[src/rtl/sfp_pkg.sv]
// shared types, codes and constant tables for the stomp frame parser
// no dependencies; used by every module of the block and by the checker
`timescale 1ns / 1ps

package sfp_pkg;

   // default sizes
   localparam int MAX_COMMAND_LEN = 12;
   localparam int LENGTH_BITS     = 32;

   // result channel packing
   localparam int RSP_DATA_W = 48;
   localparam int RSP_USER_W = 4;

   // event codes carried on tuser
   localparam logic [3:0] EV_FRAMING   = 4'd0;
   localparam logic [3:0] EV_CMD_BYTE  = 4'd1;
   localparam logic [3:0] EV_CMD_DONE  = 4'd2;
   localparam logic [3:0] EV_NAME_BYTE = 4'd3;
   localparam logic [3:0] EV_VALUE_BYTE = 4'd4;
   localparam logic [3:0] EV_HDR_DONE  = 4'd5;
   localparam logic [3:0] EV_BODY_BYTE = 4'd6;
   localparam logic [3:0] EV_FRAME_END = 4'd7;
   localparam logic [3:0] EV_ERROR     = 4'd8;

   // command codes
   localparam logic [3:0] CMD_NONE        = 4'd0;
   localparam logic [3:0] CMD_SEND        = 4'd1;
   localparam logic [3:0] CMD_SUBSCRIBE   = 4'd2;
   localparam logic [3:0] CMD_CONNECT     = 4'd3;
   localparam logic [3:0] CMD_UNSUBSCRIBE = 4'd4;
   localparam logic [3:0] CMD_BEGIN       = 4'd5;
   localparam logic [3:0] CMD_COMMIT      = 4'd6;
   localparam logic [3:0] CMD_CONNECTED   = 4'd7;
   localparam logic [3:0] CMD_ABORT       = 4'd8;
   localparam logic [3:0] CMD_ACK         = 4'd9;
   localparam logic [3:0] CMD_NACK        = 4'd10;
   localparam logic [3:0] CMD_DISCONNECT  = 4'd11;
   localparam logic [3:0] CMD_MESSAGE     = 4'd12;
   localparam logic [3:0] CMD_RECEIPT     = 4'd13;
   localparam logic [3:0] CMD_ERROR       = 4'd14;

   // special bytes
   localparam logic [7:0] BYTE_CR    = 8'h0D;
   localparam logic [7:0] BYTE_LF    = 8'h0A;
   localparam logic [7:0] BYTE_NUL   = 8'h00;
   localparam logic [7:0] BYTE_COLON = 8'h3A;
   localparam logic [7:0] BYTE_ZERO  = 8'h30;
   localparam logic [7:0] BYTE_NINE  = 8'h39;

   // command words, right-justified, first character in the highest used byte
   localparam int CMD_WORD_MAX = 11;
   localparam int CMD_ENTRIES  = 15;

   typedef struct packed {
      logic [8*CMD_WORD_MAX-1:0] word;
      logic [3:0]                len;
      logic [3:0]                code;
   } cmd_entry_type;

   localparam cmd_entry_type CMD_TABLE [CMD_ENTRIES] = '{
      '{88'("SEND"),        4'd4,  CMD_SEND},
      '{88'("SUBSCRIBE"),   4'd9,  CMD_SUBSCRIBE},
      '{88'("STOMP"),       4'd5,  CMD_CONNECT},
      '{88'("UNSUBSCRIBE"), 4'd11, CMD_UNSUBSCRIBE},
      '{88'("BEGIN"),       4'd5,  CMD_BEGIN},
      '{88'("COMMIT"),      4'd6,  CMD_COMMIT},
      '{88'("CONNECT"),     4'd7,  CMD_CONNECT},
      '{88'("CONNECTED"),   4'd9,  CMD_CONNECTED},
      '{88'("ABORT"),       4'd5,  CMD_ABORT},
      '{88'("ACK"),         4'd3,  CMD_ACK},
      '{88'("NACK"),        4'd4,  CMD_NACK},
      '{88'("DISCONNECT"),  4'd10, CMD_DISCONNECT},
      '{88'("MESSAGE"),     4'd7,  CMD_MESSAGE},
      '{88'("RECEIPT"),     4'd7,  CMD_RECEIPT},
      '{88'("ERROR"),       4'd5,  CMD_ERROR}
   };

   // the content-length header name
   localparam logic [4:0] LEN_NAME_SIZE = 5'd14;
   localparam logic [4:0] NAME_MISS     = 5'd31;
   localparam logic [7:0] LEN_NAME [14] = '{
      8'h63, 8'h6F, 8'h6E, 8'h74, 8'h65, 8'h6E, 8'h74,
      8'h2D, 8'h6C, 8'h65, 8'h6E, 8'h67, 8'h74, 8'h68
   };

   // command buffer control from the parser
   typedef struct packed {
      logic       start;   // first byte of a new frame
      logic       store;   // further command byte
      logic [7:0] data;
   } cmd_ctl_type;

endpackage

[src/rtl/sfp_cmd_buf.sv]
// command line buffer and command word matcher
// depends on sfp_pkg for the command table and the control struct
`timescale 1ns / 1ps

module sfp_cmd_buf #(
   parameter int MAX_COMMAND_LEN = sfp_pkg::MAX_COMMAND_LEN
) (
   input  logic                clock,
   input  logic                reset,
   input  sfp_pkg::cmd_ctl_type ctl,
   output logic [3:0]          cmd_code
);

   localparam int CW = $clog2(MAX_COMMAND_LEN + 1);
   localparam int IW = $clog2(MAX_COMMAND_LEN);

   logic [7:0]    text_ff [MAX_COMMAND_LEN];
   logic [CW-1:0] count_ff;
   logic [CW-1:0] count_in;
   logic          long_ff;
   logic          long_in;
   logic          wr_en;
   logic [IW-1:0] wr_idx;

   always_comb begin
      count_in = count_ff;
      long_in  = long_ff;
      wr_en    = 1'b0;
      wr_idx   = count_ff[IW-1:0];
      if (ctl.start) begin
         count_in = CW'(1);
         long_in  = 1'b0;
         wr_en    = 1'b1;
         wr_idx   = '0;
      end else if (ctl.store) begin
         if (count_ff < CW'(MAX_COMMAND_LEN)) begin
            count_in = count_ff + CW'(1);
            wr_en    = 1'b1;
         end else begin
            long_in = 1'b1;
         end
      end
   end

   always_ff @(posedge clock) begin
      if (reset) begin
         count_ff <= '0;
         long_ff  <= 1'b0;
      end else begin
         count_ff <= count_in;
         long_ff  <= long_in;
      end
   end

   always_ff @(posedge clock) begin
      if (wr_en) begin
         text_ff[wr_idx] <= ctl.data;
      end
   end

   // parallel compare against every word, first entry wins
   always_comb begin
      logic hit;
      int   wlen;
      cmd_code = sfp_pkg::CMD_NONE;
      for (int k = sfp_pkg::CMD_ENTRIES - 1; k >= 0; k--) begin
         wlen = int'(sfp_pkg::CMD_TABLE[k].len);
         hit  = !long_ff && (count_ff == CW'(sfp_pkg::CMD_TABLE[k].len));
         for (int i = 0; i < sfp_pkg::CMD_WORD_MAX; i++) begin
            if (i < wlen) begin
               if (text_ff[i] != sfp_pkg::CMD_TABLE[k].word[8*(wlen-1-i) +: 8]) begin
                  hit = 1'b0;
               end
            end
         end
         if (hit) begin
            cmd_code = sfp_pkg::CMD_TABLE[k].code;
         end
      end
   end

endmodule

[src/rtl/stomp_frame_parser.sv]
// stomp frame parser: one byte in, one classified result out
// path: a byte accepted into the input register moves on to the result register and is presented on rsp
// throughput: one byte per cycle while rsp_tready is high; a stalled result holds the byte in the input register
// reset: synchronous, active high; parser returns to the start of a command,
//   per-frame state and the valid flags of both pipeline registers are cleared
// depends on sfp_pkg and sfp_cmd_buf
`timescale 1ns / 1ps

module stomp_frame_parser #(
   parameter int MAX_COMMAND_LEN = sfp_pkg::MAX_COMMAND_LEN,
   parameter int LENGTH_BITS     = sfp_pkg::LENGTH_BITS
) (
   input  logic                          clock,
   input  logic                          reset,
   // request stream
   input  logic                          req_tvalid,
   output logic                          req_tready,
   input  logic [7:0]                    req_tdata,   // [7:0] data_byte
   // result stream
   output logic                          rsp_tvalid,
   input  logic                          rsp_tready,
   // [7:0] byte_out, [11:8] command_code, [12] is_length_header,
   // [44:13] body_length, [45] length_known, [47:46] zero
   output logic [sfp_pkg::RSP_DATA_W-1:0] rsp_tdata,
   output logic [sfp_pkg::RSP_USER_W-1:0] rsp_tuser    // [3:0] event_res
);

   // parse phases
   localparam logic [3:0] PH_CMD_START   = 4'd0;
   localparam logic [3:0] PH_CMD         = 4'd1;
   localparam logic [3:0] PH_CMD_LF      = 4'd2;
   localparam logic [3:0] PH_NAME_START  = 4'd3;
   localparam logic [3:0] PH_NAME        = 4'd4;
   localparam logic [3:0] PH_VALUE_START = 4'd5;
   localparam logic [3:0] PH_VALUE       = 4'd6;
   localparam logic [3:0] PH_VALUE_LF    = 4'd7;
   localparam logic [3:0] PH_HDR_END_LF  = 4'd8;
   localparam logic [3:0] PH_BODY_START  = 4'd9;
   localparam logic [3:0] PH_BODY        = 4'd10;
   localparam logic [3:0] PH_FRAME_END   = 4'd11;
   localparam logic [3:0] PH_EOL         = 4'd12;
   localparam logic [3:0] PH_EOL_LF      = 4'd13;
   localparam logic [3:0] PH_ERROR       = 4'd14;

   localparam int LB = LENGTH_BITS;

   // ---------------------------------------------------------------
   // input register and pipeline control
   // ---------------------------------------------------------------
   logic       in_valid_ff;
   logic [7:0] in_byte_ff;
   logic       rsp_valid_ff;
   logic       advance;      // byte moves from input register to result register

   assign advance    = in_valid_ff && (!rsp_valid_ff || rsp_tready);
   assign req_tready = !in_valid_ff || advance;

   always_ff @(posedge clock) begin
      if (reset) begin
         in_valid_ff <= 1'b0;
      end else if (req_tvalid && req_tready) begin
         in_valid_ff <= 1'b1;
      end else if (advance) begin
         in_valid_ff <= 1'b0;
      end
   end

   always_ff @(posedge clock) begin
      if (req_tvalid && req_tready) begin
         in_byte_ff <= req_tdata;
      end
   end

   // ---------------------------------------------------------------
   // parser state
   // ---------------------------------------------------------------
   logic [3:0]    phase_ff, phase_in;
   logic [3:0]    cur_cmd_ff, cur_cmd_in;
   logic [4:0]    pos_ff, pos_in;          // progress through the length header name
   logic [LB-1:0] acc_ff, acc_in;          // content-length accumulator
   logic          digits_end_ff, digits_end_in;
   logic [LB-1:0] remain_ff, remain_in;    // body bytes still expected
   logic          seen_ff, seen_in;        // length captured for this frame

   logic [3:0]           ev;
   logic                 is_len;
   sfp_pkg::cmd_ctl_type ctl;
   sfp_pkg::cmd_ctl_type ctl_gated;
   logic [3:0]           matched_cmd;

   sfp_cmd_buf #(
      .MAX_COMMAND_LEN (MAX_COMMAND_LEN)
   ) u_cmd_buf (
      .clock    (clock),
      .reset    (reset),
      .ctl      (ctl_gated),
      .cmd_code (matched_cmd)
   );

   always_comb begin
      ctl_gated       = ctl;
      ctl_gated.start = ctl.start && advance;
      ctl_gated.store = ctl.store && advance;
   end

   // ---------------------------------------------------------------
   // helpers: header name match, value digits, body count
   // ---------------------------------------------------------------
   logic [7:0]    b;
   logic          capturing;
   logic          is_digit;
   logic [3:0]    digit;
   logic [LB-1:0] acc_base;
   logic          de_base;
   logic [LB+3:0] acc_wide;
   logic [LB-1:0] val_acc;
   logic          val_de;
   logic [4:0]    pos_base;
   logic [4:0]    name_pos;
   logic [LB-1:0] remain_dec;
   logic [3:0]    body_phase;
   logic          body_ok;

   assign b         = in_byte_ff;
   assign capturing = (pos_ff == sfp_pkg::LEN_NAME_SIZE) && !seen_ff;
   assign is_digit  = (b >= sfp_pkg::BYTE_ZERO) && (b <= sfp_pkg::BYTE_NINE);
   assign digit     = 4'(b - sfp_pkg::BYTE_ZERO);

   // value start clears the accumulator only for the length header
   always_comb begin
      if (phase_ff == PH_VALUE_START && capturing) begin
         acc_base = '0;
         de_base  = 1'b0;
      end else begin
         acc_base = acc_ff;
         de_base  = digits_end_ff;
      end
      // acc * 10 + digit, overflow into the top nibble means saturate
      acc_wide = ({4'b0, acc_base} << 3) + ({4'b0, acc_base} << 1) + (LB+4)'(digit);
      val_acc  = acc_base;
      val_de   = de_base;
      if (capturing && !de_base) begin
         if (!is_digit) begin
            val_de = 1'b1;
         end else if (acc_wide[LB+3:LB] != 4'b0) begin
            val_acc = '1;
         end else begin
            val_acc = acc_wide[LB-1:0];
         end
      end
   end

   // name byte: walk the content-length name, any miss parks at the miss code
   always_comb begin
      pos_base = (phase_ff == PH_NAME_START) ? 5'd0 : pos_ff;
      if (pos_base < sfp_pkg::LEN_NAME_SIZE &&
          b == sfp_pkg::LEN_NAME[pos_base[3:0]]) begin
         name_pos = pos_base + 5'd1;
      end else begin
         name_pos = sfp_pkg::NAME_MISS;
      end
   end

   // body byte with a known length counts down and stops at zero
   always_comb begin
      remain_dec = (remain_ff != '0) ? remain_ff - LB'(1) : remain_ff;
      if (seen_ff) begin
         body_phase = (remain_dec == '0) ? PH_FRAME_END : PH_BODY;
      end else begin
         body_phase = PH_BODY;
      end
      body_ok = cur_cmd_ff inside {sfp_pkg::CMD_SEND, sfp_pkg::CMD_MESSAGE,
                                   sfp_pkg::CMD_ERROR};
   end

   // ---------------------------------------------------------------
   // next state and event
   // ---------------------------------------------------------------
   always_comb begin
      phase_in      = phase_ff;
      cur_cmd_in    = cur_cmd_ff;
      pos_in        = pos_ff;
      acc_in        = acc_ff;
      digits_end_in = digits_end_ff;
      remain_in     = remain_ff;
      seen_in       = seen_ff;
      ev            = sfp_pkg::EV_ERROR;
      is_len        = 1'b0;
      ctl.start     = 1'b0;
      ctl.store     = 1'b0;
      ctl.data      = b;

      case (phase_ff)
         PH_CMD_START: begin
            cur_cmd_in    = sfp_pkg::CMD_NONE;
            pos_in        = '0;
            acc_in        = '0;
            digits_end_in = 1'b0;
            remain_in     = '0;
            seen_in       = 1'b0;
            ctl.start     = 1'b1;
            phase_in      = PH_CMD;
            ev            = sfp_pkg::EV_CMD_BYTE;
         end
         PH_CMD, PH_CMD_LF: begin
            if (b == sfp_pkg::BYTE_LF) begin
               cur_cmd_in = matched_cmd;
               phase_in   = PH_NAME_START;
               ev         = sfp_pkg::EV_CMD_DONE;
            end else if (phase_ff == PH_CMD_LF) begin
               phase_in = PH_ERROR;
            end else if (b == sfp_pkg::BYTE_CR) begin
               phase_in = PH_CMD_LF;
               ev       = sfp_pkg::EV_FRAMING;
            end else begin
               ctl.store = 1'b1;
               ev        = sfp_pkg::EV_CMD_BYTE;
            end
         end
         PH_NAME_START, PH_NAME: begin
            if (phase_ff == PH_NAME_START && b == sfp_pkg::BYTE_CR) begin
               phase_in = PH_HDR_END_LF;
               ev       = sfp_pkg::EV_FRAMING;
            end else if (phase_ff == PH_NAME_START && b == sfp_pkg::BYTE_LF) begin
               phase_in = PH_BODY_START;
               ev       = sfp_pkg::EV_FRAMING;
            end else if (b == sfp_pkg::BYTE_COLON) begin
               pos_in   = pos_base;
               phase_in = PH_VALUE_START;
               ev       = sfp_pkg::EV_FRAMING;
            end else begin
               pos_in   = name_pos;
               phase_in = PH_NAME;
               ev       = sfp_pkg::EV_NAME_BYTE;
            end
         end
         PH_VALUE_START: begin
            if (b == sfp_pkg::BYTE_CR || b == sfp_pkg::BYTE_LF) begin
               phase_in = PH_ERROR;
            end else begin
               acc_in        = val_acc;
               digits_end_in = val_de;
               phase_in      = PH_VALUE;
               ev            = sfp_pkg::EV_VALUE_BYTE;
            end
         end
         PH_VALUE, PH_VALUE_LF: begin
            if (b == sfp_pkg::BYTE_LF) begin
               is_len = (pos_ff == sfp_pkg::LEN_NAME_SIZE);
               if (capturing) begin
                  seen_in   = 1'b1;
                  remain_in = acc_ff;
               end
               phase_in = PH_NAME_START;
               ev       = sfp_pkg::EV_HDR_DONE;
            end else if (phase_ff == PH_VALUE_LF) begin
               phase_in = PH_ERROR;
            end else if (b == sfp_pkg::BYTE_CR) begin
               phase_in = PH_VALUE_LF;
               ev       = sfp_pkg::EV_FRAMING;
            end else begin
               acc_in        = val_acc;
               digits_end_in = val_de;
               ev            = sfp_pkg::EV_VALUE_BYTE;
            end
         end
         PH_HDR_END_LF: begin
            if (b == sfp_pkg::BYTE_LF) begin
               phase_in = PH_BODY_START;
               ev       = sfp_pkg::EV_FRAMING;
            end else begin
               phase_in = PH_ERROR;
            end
         end
         PH_BODY_START, PH_BODY, PH_FRAME_END: begin
            if (b == sfp_pkg::BYTE_NUL) begin
               phase_in = PH_EOL;
               ev       = sfp_pkg::EV_FRAME_END;
            end else if (phase_ff == PH_FRAME_END) begin
               phase_in = PH_ERROR;
            end else if (phase_ff == PH_BODY_START &&
                         (!body_ok || (seen_ff && remain_ff == '0))) begin
               // refused body, or a zero length that needed the NUL at once
               phase_in = PH_ERROR;
            end else begin
               if (seen_ff) begin
                  remain_in = remain_dec;
               end
               phase_in = body_phase;
               ev       = sfp_pkg::EV_BODY_BYTE;
            end
         end
         PH_EOL: begin
            if (b == sfp_pkg::BYTE_CR) begin
               phase_in = PH_EOL_LF;
               ev       = sfp_pkg::EV_FRAMING;
            end else if (b == sfp_pkg::BYTE_LF) begin
               ev = sfp_pkg::EV_FRAMING;
            end else begin
               // any other byte opens the next frame
               cur_cmd_in    = sfp_pkg::CMD_NONE;
               pos_in        = '0;
               acc_in        = '0;
               digits_end_in = 1'b0;
               remain_in     = '0;
               seen_in       = 1'b0;
               ctl.start     = 1'b1;
               phase_in      = PH_CMD;
               ev            = sfp_pkg::EV_CMD_BYTE;
            end
         end
         PH_EOL_LF: begin
            if (b == sfp_pkg::BYTE_LF) begin
               phase_in = PH_EOL;
               ev       = sfp_pkg::EV_FRAMING;
            end else begin
               phase_in = PH_ERROR;
            end
         end
         default: begin
            // sticky syntax error
            phase_in = PH_ERROR;
         end
      endcase
   end

   always_ff @(posedge clock) begin
      if (reset) begin
         phase_ff      <= PH_CMD_START;
         cur_cmd_ff    <= sfp_pkg::CMD_NONE;
         pos_ff        <= '0;
         acc_ff        <= '0;
         digits_end_ff <= 1'b0;
         remain_ff     <= '0;
         seen_ff       <= 1'b0;
      end else if (advance) begin
         phase_ff      <= phase_in;
         cur_cmd_ff    <= cur_cmd_in;
         pos_ff        <= pos_in;
         acc_ff        <= acc_in;
         digits_end_ff <= digits_end_in;
         remain_ff     <= remain_in;
         seen_ff       <= seen_in;
      end
   end

   // ---------------------------------------------------------------
   // result register
   // ---------------------------------------------------------------
   logic [63:0]                    acc_ext;
   logic [31:0]                    body_len;
   logic [sfp_pkg::RSP_DATA_W-1:0] rsp_data_ff;
   logic [sfp_pkg::RSP_USER_W-1:0] rsp_user_ff;

   assign acc_ext  = 64'(acc_in);
   assign body_len = seen_in ? acc_ext[31:0] : 32'd0;

   always_ff @(posedge clock) begin
      if (reset) begin
         rsp_valid_ff <= 1'b0;
      end else if (advance) begin
         rsp_valid_ff <= 1'b1;
      end else if (rsp_tready) begin
         rsp_valid_ff <= 1'b0;
      end
   end

   always_ff @(posedge clock) begin
      if (advance) begin
         rsp_data_ff <= {2'b00, seen_in, body_len, is_len, cur_cmd_in, b};
         rsp_user_ff <= ev;
      end
   end

   assign rsp_tvalid = rsp_valid_ff;
   assign rsp_tdata  = rsp_data_ff;
   assign rsp_tuser  = rsp_user_ff;

endmodule

[config.mk]
export PLATFORM = sky130hd
export DESIGN_NAME = stomp_frame_parser
export DESIGN_NICKNAME = d
export VERILOG_FILES = /design/src/rtl/sfp_pkg.sv /design/src/rtl/sfp_cmd_buf.sv /design/src/rtl/stomp_frame_parser.sv
export SDC_FILE = /design/constraint.sdc
export NUM_CORES = 1
export LEC_CHECK = 0
export ABC_AREA = 0
export BUFFER_PORTS_ARGS = -buffer_cell sky130_fd_sc_hd__buf_2
export CAP_MARGIN = 20
export CELL_PAD_IN_SITES_DETAIL_PLACEMENT = 1
export CELL_PAD_IN_SITES_GLOBAL_PLACEMENT = 2
export CORE_ASPECT_RATIO = 0.5
export CORE_MARGIN = 10
export CORE_UTILIZATION = 43
export CTS_CLUSTER_DIAMETER = 80
export CTS_CLUSTER_SIZE = 30
export DETAILED_ROUTE_END_ITERATION = 8
export GPL_ROUTABILITY_DRIVEN = 0
export GPL_TIMING_DRIVEN = 0
export PLACE_DENSITY = 0.95
export SLEW_MARGIN = 5
export SYNTH_ARGS = -nofsm -noshare
export SYNTH_HDL_FRONTEND = slang
export SYNTH_SLANG_ARGS = --single-unit
export TNS_END_PERCENT = 10
[constraint.sdc]
create_clock -name clock -period 8.45 [get_ports clock]
set_clock_uncertainty 0.15 [all_clocks]
set_input_delay 1.69 -clock clock [delete_from_list [all_inputs] [get_ports clock]]
set_output_delay 1.69 -clock clock [all_outputs]
set_load 0.02 [all_outputs]
==> impl_results.md <==
* Status: finished clean
* Clock Sink Count at about 230
* Finished Layout Cells at ~2100
* Vias in the first global route at 13790
* Headroom to the max-slew limit at roughly 30%
* Post-route DRC at 0
* Hpwl dp at 39520 um
* Number of DRC markers in iteration 0 at 1524
* Top Ports at 66
* Clock network power share at between 30 and 40%
* Worst hold slack after final layout at between 0.3 and 0.4 ns
* Post-CTS Setup Bufs at 0
* Placement Cell Area at 15300 um2
* CTS buffer count at 13
* Worst setup slack after placement at between 2 and 2.5 ns
* Final total power at ~2.4 mW
* Largest driver fanout on the critical path at 10
* Critical path capture point type: flop
* Most used flip-flop cell after synthesis: edfxtp_1
* # H-tree levels at 1
* MaxCap Viol Count at 0
* Floorplan row count at 47
* Static leakage at roughly 5.7 nW
* Post-synthesis cell type count at 93
* Area share of the largest cell type after synthesis at 30.49%
* Required time of the critical path at between 8 and 9 ns
* End-of-flow core utilization at 47.75%
* Worst-case setup margin in the final layout at just under 2 ns
* Nets at 1760
* Avg Vias per Cell at 6.422
* Final critical-path required period at between 6 and 7 ns
* Post-cts resize count at 0
* Number of buffers added to fix hold violations after cts at 0
* Power density cells at around 150 nW/um2
* Antenna violations before repair at 0
* Number of port buffers at 63
* Dominant cell type by area after synthesis: edfxtp_1
* Die footprint at roughly 42000 um2
* Worst-path clk slew at around 0.13 ns
* Total routing usage reported by global routing at 24.47%
* Flops & latches, synth at 232
* Routed via count at ~14000
* Fin Setup TNS at 0 ns
* Setup repair after global routing missed its margin: false
* Number of hold violations in the final report at 0
* Synthesized netlist cell count at between 1500 and 2000
* Die boundary height at ~150 um
* Final instance area at 15750 um2
* Remaining Overflow, GRT at 0
* Share of post-route cells with drive strength above 1 at under 10%
* Kind of launch point of the worst setup path: flop
* Width of the die at about 280 um
* Largest vdd supply drop at around 100 uV
* End of the worst register-to-register path: rsp_tdata[41]$_SDFFCE_PN0P_
* Total net switching power at between 700 and 800 uW
* Number of synthesized flops with an enable pin at 146
* Number of max-slew violations in the final report at 0
* Worst reg2reg startpoint: phase_ff[3]$_SDFFE_PP0P_
* Sw frac at about 30%
* Clock root cell: clkbuf_16
* Arrival @ worst endpoint at ~6.6 ns
* Async set or reset register ratio after synthesis at 0%
* Wire length of the first global-routing pass at 80480 um
* Post-synthesis sequential area ratio at between 40% and 50%
* Number of cells in the design after placement at roughly 2100
* Worst hold-check path type: reg -> reg
* Starting Density at approximately 44%
* Post-synthesis area per instance at about 9.1 um2
* End point of the critical path: rsp_tdata[41]$_SDFFCE_PN0P_
* TritonCTS clock tree: done
* Routed WL per cell at 24.87 um
* Critical path start-end classification: reg -> reg
* Pin count of the biggest net entering global routing at 35
* Yosys warnings at 0
* Cells on worst reg2reg path at 19
* Area overhead of the layout relative to synthesis at 9.556%
* Total routed wirelength at 52730 um
* Logic gate share of total power at between 10% and 20%
* Timing startpoint of the critical path: phase_ff[3]$_SDFFE_PP0P_
* Flop pwr share at approximately 53%
* Number of diodes at 0
* Maximum buffer depth of the clock tree at 3
* Post-route clock period utilization at just under 80%
* Number of nets still failing antenna checks after routing at 0
* Core area at around 33000 um2
* Internal power at 1.674 mW
* Worst R2R Setup Slack at between 1.5 and 2 ns
* Worst-margin pin slew at between 1 and 1.5 ns
* Max frequency at 0.1535 GHz
* Top area cells in the synthesized netlist: edfxtp_1, dfxtp_1, ha_1, nand2_1, a21oi_1
* Initial DRT Pass Iterations at 7
* Cell area after synthesis at roughly 14000 um2
* Setup violation total in the final timing report at 0
* Clock latency reported for the late side of the worst-skew pair at approximately 0.53 ns
==> synthesized netlist by cell type (all sizes together), types with 35 or more instances <==
cell type and count:
dfxtp 86, nor3 47, a21oi 120, nor2 143, edfxtp 146, nand2 178, nand3 48, o21ai 96
clkbuf 68, inv 41, a22oi 35, and2 35, ha 75
==> flip-flops by register name, indices dropped and copies added, names as in the netlist, 4 cells and up <==
register and flops:
rsp_tuser 4, phase_ff 4, rsp_tdata 46, u_cmd_buf.text_ff 88, remain_ff 32, pos_ff 5
cur_cmd_ff 4, u_cmd_buf.count_ff 4, b 8, acc_ff 32
==> power by group through the flow <==
stage | Clock (mW) | Sequential [mW] | Combinational, mW
6_report | 0.771 | 1.26 | 0.367
3_5_place_dp | 0 | 1.29 | 0.356
3_3_place_gp | 0 | 1.29 | 0.342
2_1_floorplan | 0 | 1.29 | 0.237
4_1_cts | 0.780 | 1.26 | 0.359
5_1_grt | 0.828 | 1.27 | 0.393
==> worst max-delay path, stage by stage (launching register included) <==
cell	delay, ns
dfxtp_1	0.31
clkbuf_1	0.20
nor2_2	0.39
nand3_1	0.29
nand2b_1	0.39
clkbuf_1	0.33
clkbuf_1	0.31
and2_1	0.27
ha_1	0.31
ha_1	0.37
a21o_1	0.21
a31o_1	0.18
a221o_1	0.39
o21ai_2	0.35
o21ai_1	0.21
a211o_1	0.37
a211oi_2	0.59
a21boi_1	0.21
o21ai_1	0.22
a21oi_1	0.16
==> how the worst min path moves through the flow <==
stage               cells past startpoint                       to                     from
floorplan                               2  acc_ff[15]$_SDFFE_PP0P_  acc_ff[15]$_SDFFE_PP0P_
global placement                        2  acc_ff[15]$_SDFFE_PP0P_  acc_ff[15]$_SDFFE_PP0P_
detailed placement                      2  acc_ff[15]$_SDFFE_PP0P_  acc_ff[15]$_SDFFE_PP0P_
CTS                                     2  acc_ff[15]$_SDFFE_PP0P_  acc_ff[15]$_SDFFE_PP0P_
global route                            2  acc_ff[15]$_SDFFE_PP0P_  acc_ff[15]$_SDFFE_PP0P_
finish                                  2  acc_ff[15]$_SDFFE_PP0P_  acc_ff[15]$_SDFFE_PP0P_
==> cell families (layout without fill, tap and decap cells) <==
logic type | Yosys count | in the layout | synth area share, %
and+or+nand+nor | 676 | 676 | 24.85
xor gates and xnor gates | 50 | 50 | 3.046
AOI/OAI and AO/OA | 425 | 425 | 19.20
other | 1 | 2 | 0.02608
buffers and inverters | 124 | 214 | 3.455
adders and majority gates | 76 | 76 | 6.666
muxes | 4 | 4 | 0.2872
DFF | 232 | 232 | 42.47
==> cell usage in the layout, fill, tap and decap left out, types with 36 or more instances in the layout <==
| cell type | synthesis | final |
|---|---|---|
| o21ai_0 | 59 | 59 |
| o21ai_1 | 36 | 36 |
| edfxtp_1 | 146 | 146 |
| buf_2 | 7 | 74 |
| nor3_1 | 42 | 41 |
| nor2_1 | 142 | 142 |
| nand3_1 | 48 | 48 |
| inv_1 | 41 | 41 |
| a21oi_1 | 120 | 120 |
| dfxtp_1 | 86 | 86 |
| ha_1 | 75 | 75 |
| nand2_1 | 176 | 176 |
| clkbuf_1 | 68 | 70 |
==> metal layers <==
| metal | vias to the layer above | GRT usage [%] | part of all wire [%] |
|---|---|---|---|
| met4 | 0 | 8.056 | 3.2 |
| met2 | 583 | 42.24 | 48 |
| met5 | - | 0 | 0 |
| met3 | 124 | 4.700 | 7.1 |
| li1 | 6102 | - | - |
| met1 | 6806 | 30.54 | 42 |
==> area by class of cell <==
type                    count  area (um2)
repair buffers             68       361.6
clock buffers              16       357.8
flip-flops and latches    232        6106
plain buffers              82       340.3
clock inverters             6       86.33
fillers                  3879       17240
well taps                 441       551.8
multi-input cells        1233        7790
inverters                  42       157.7
Note: power is estimated with default switching activity, not from simulation.
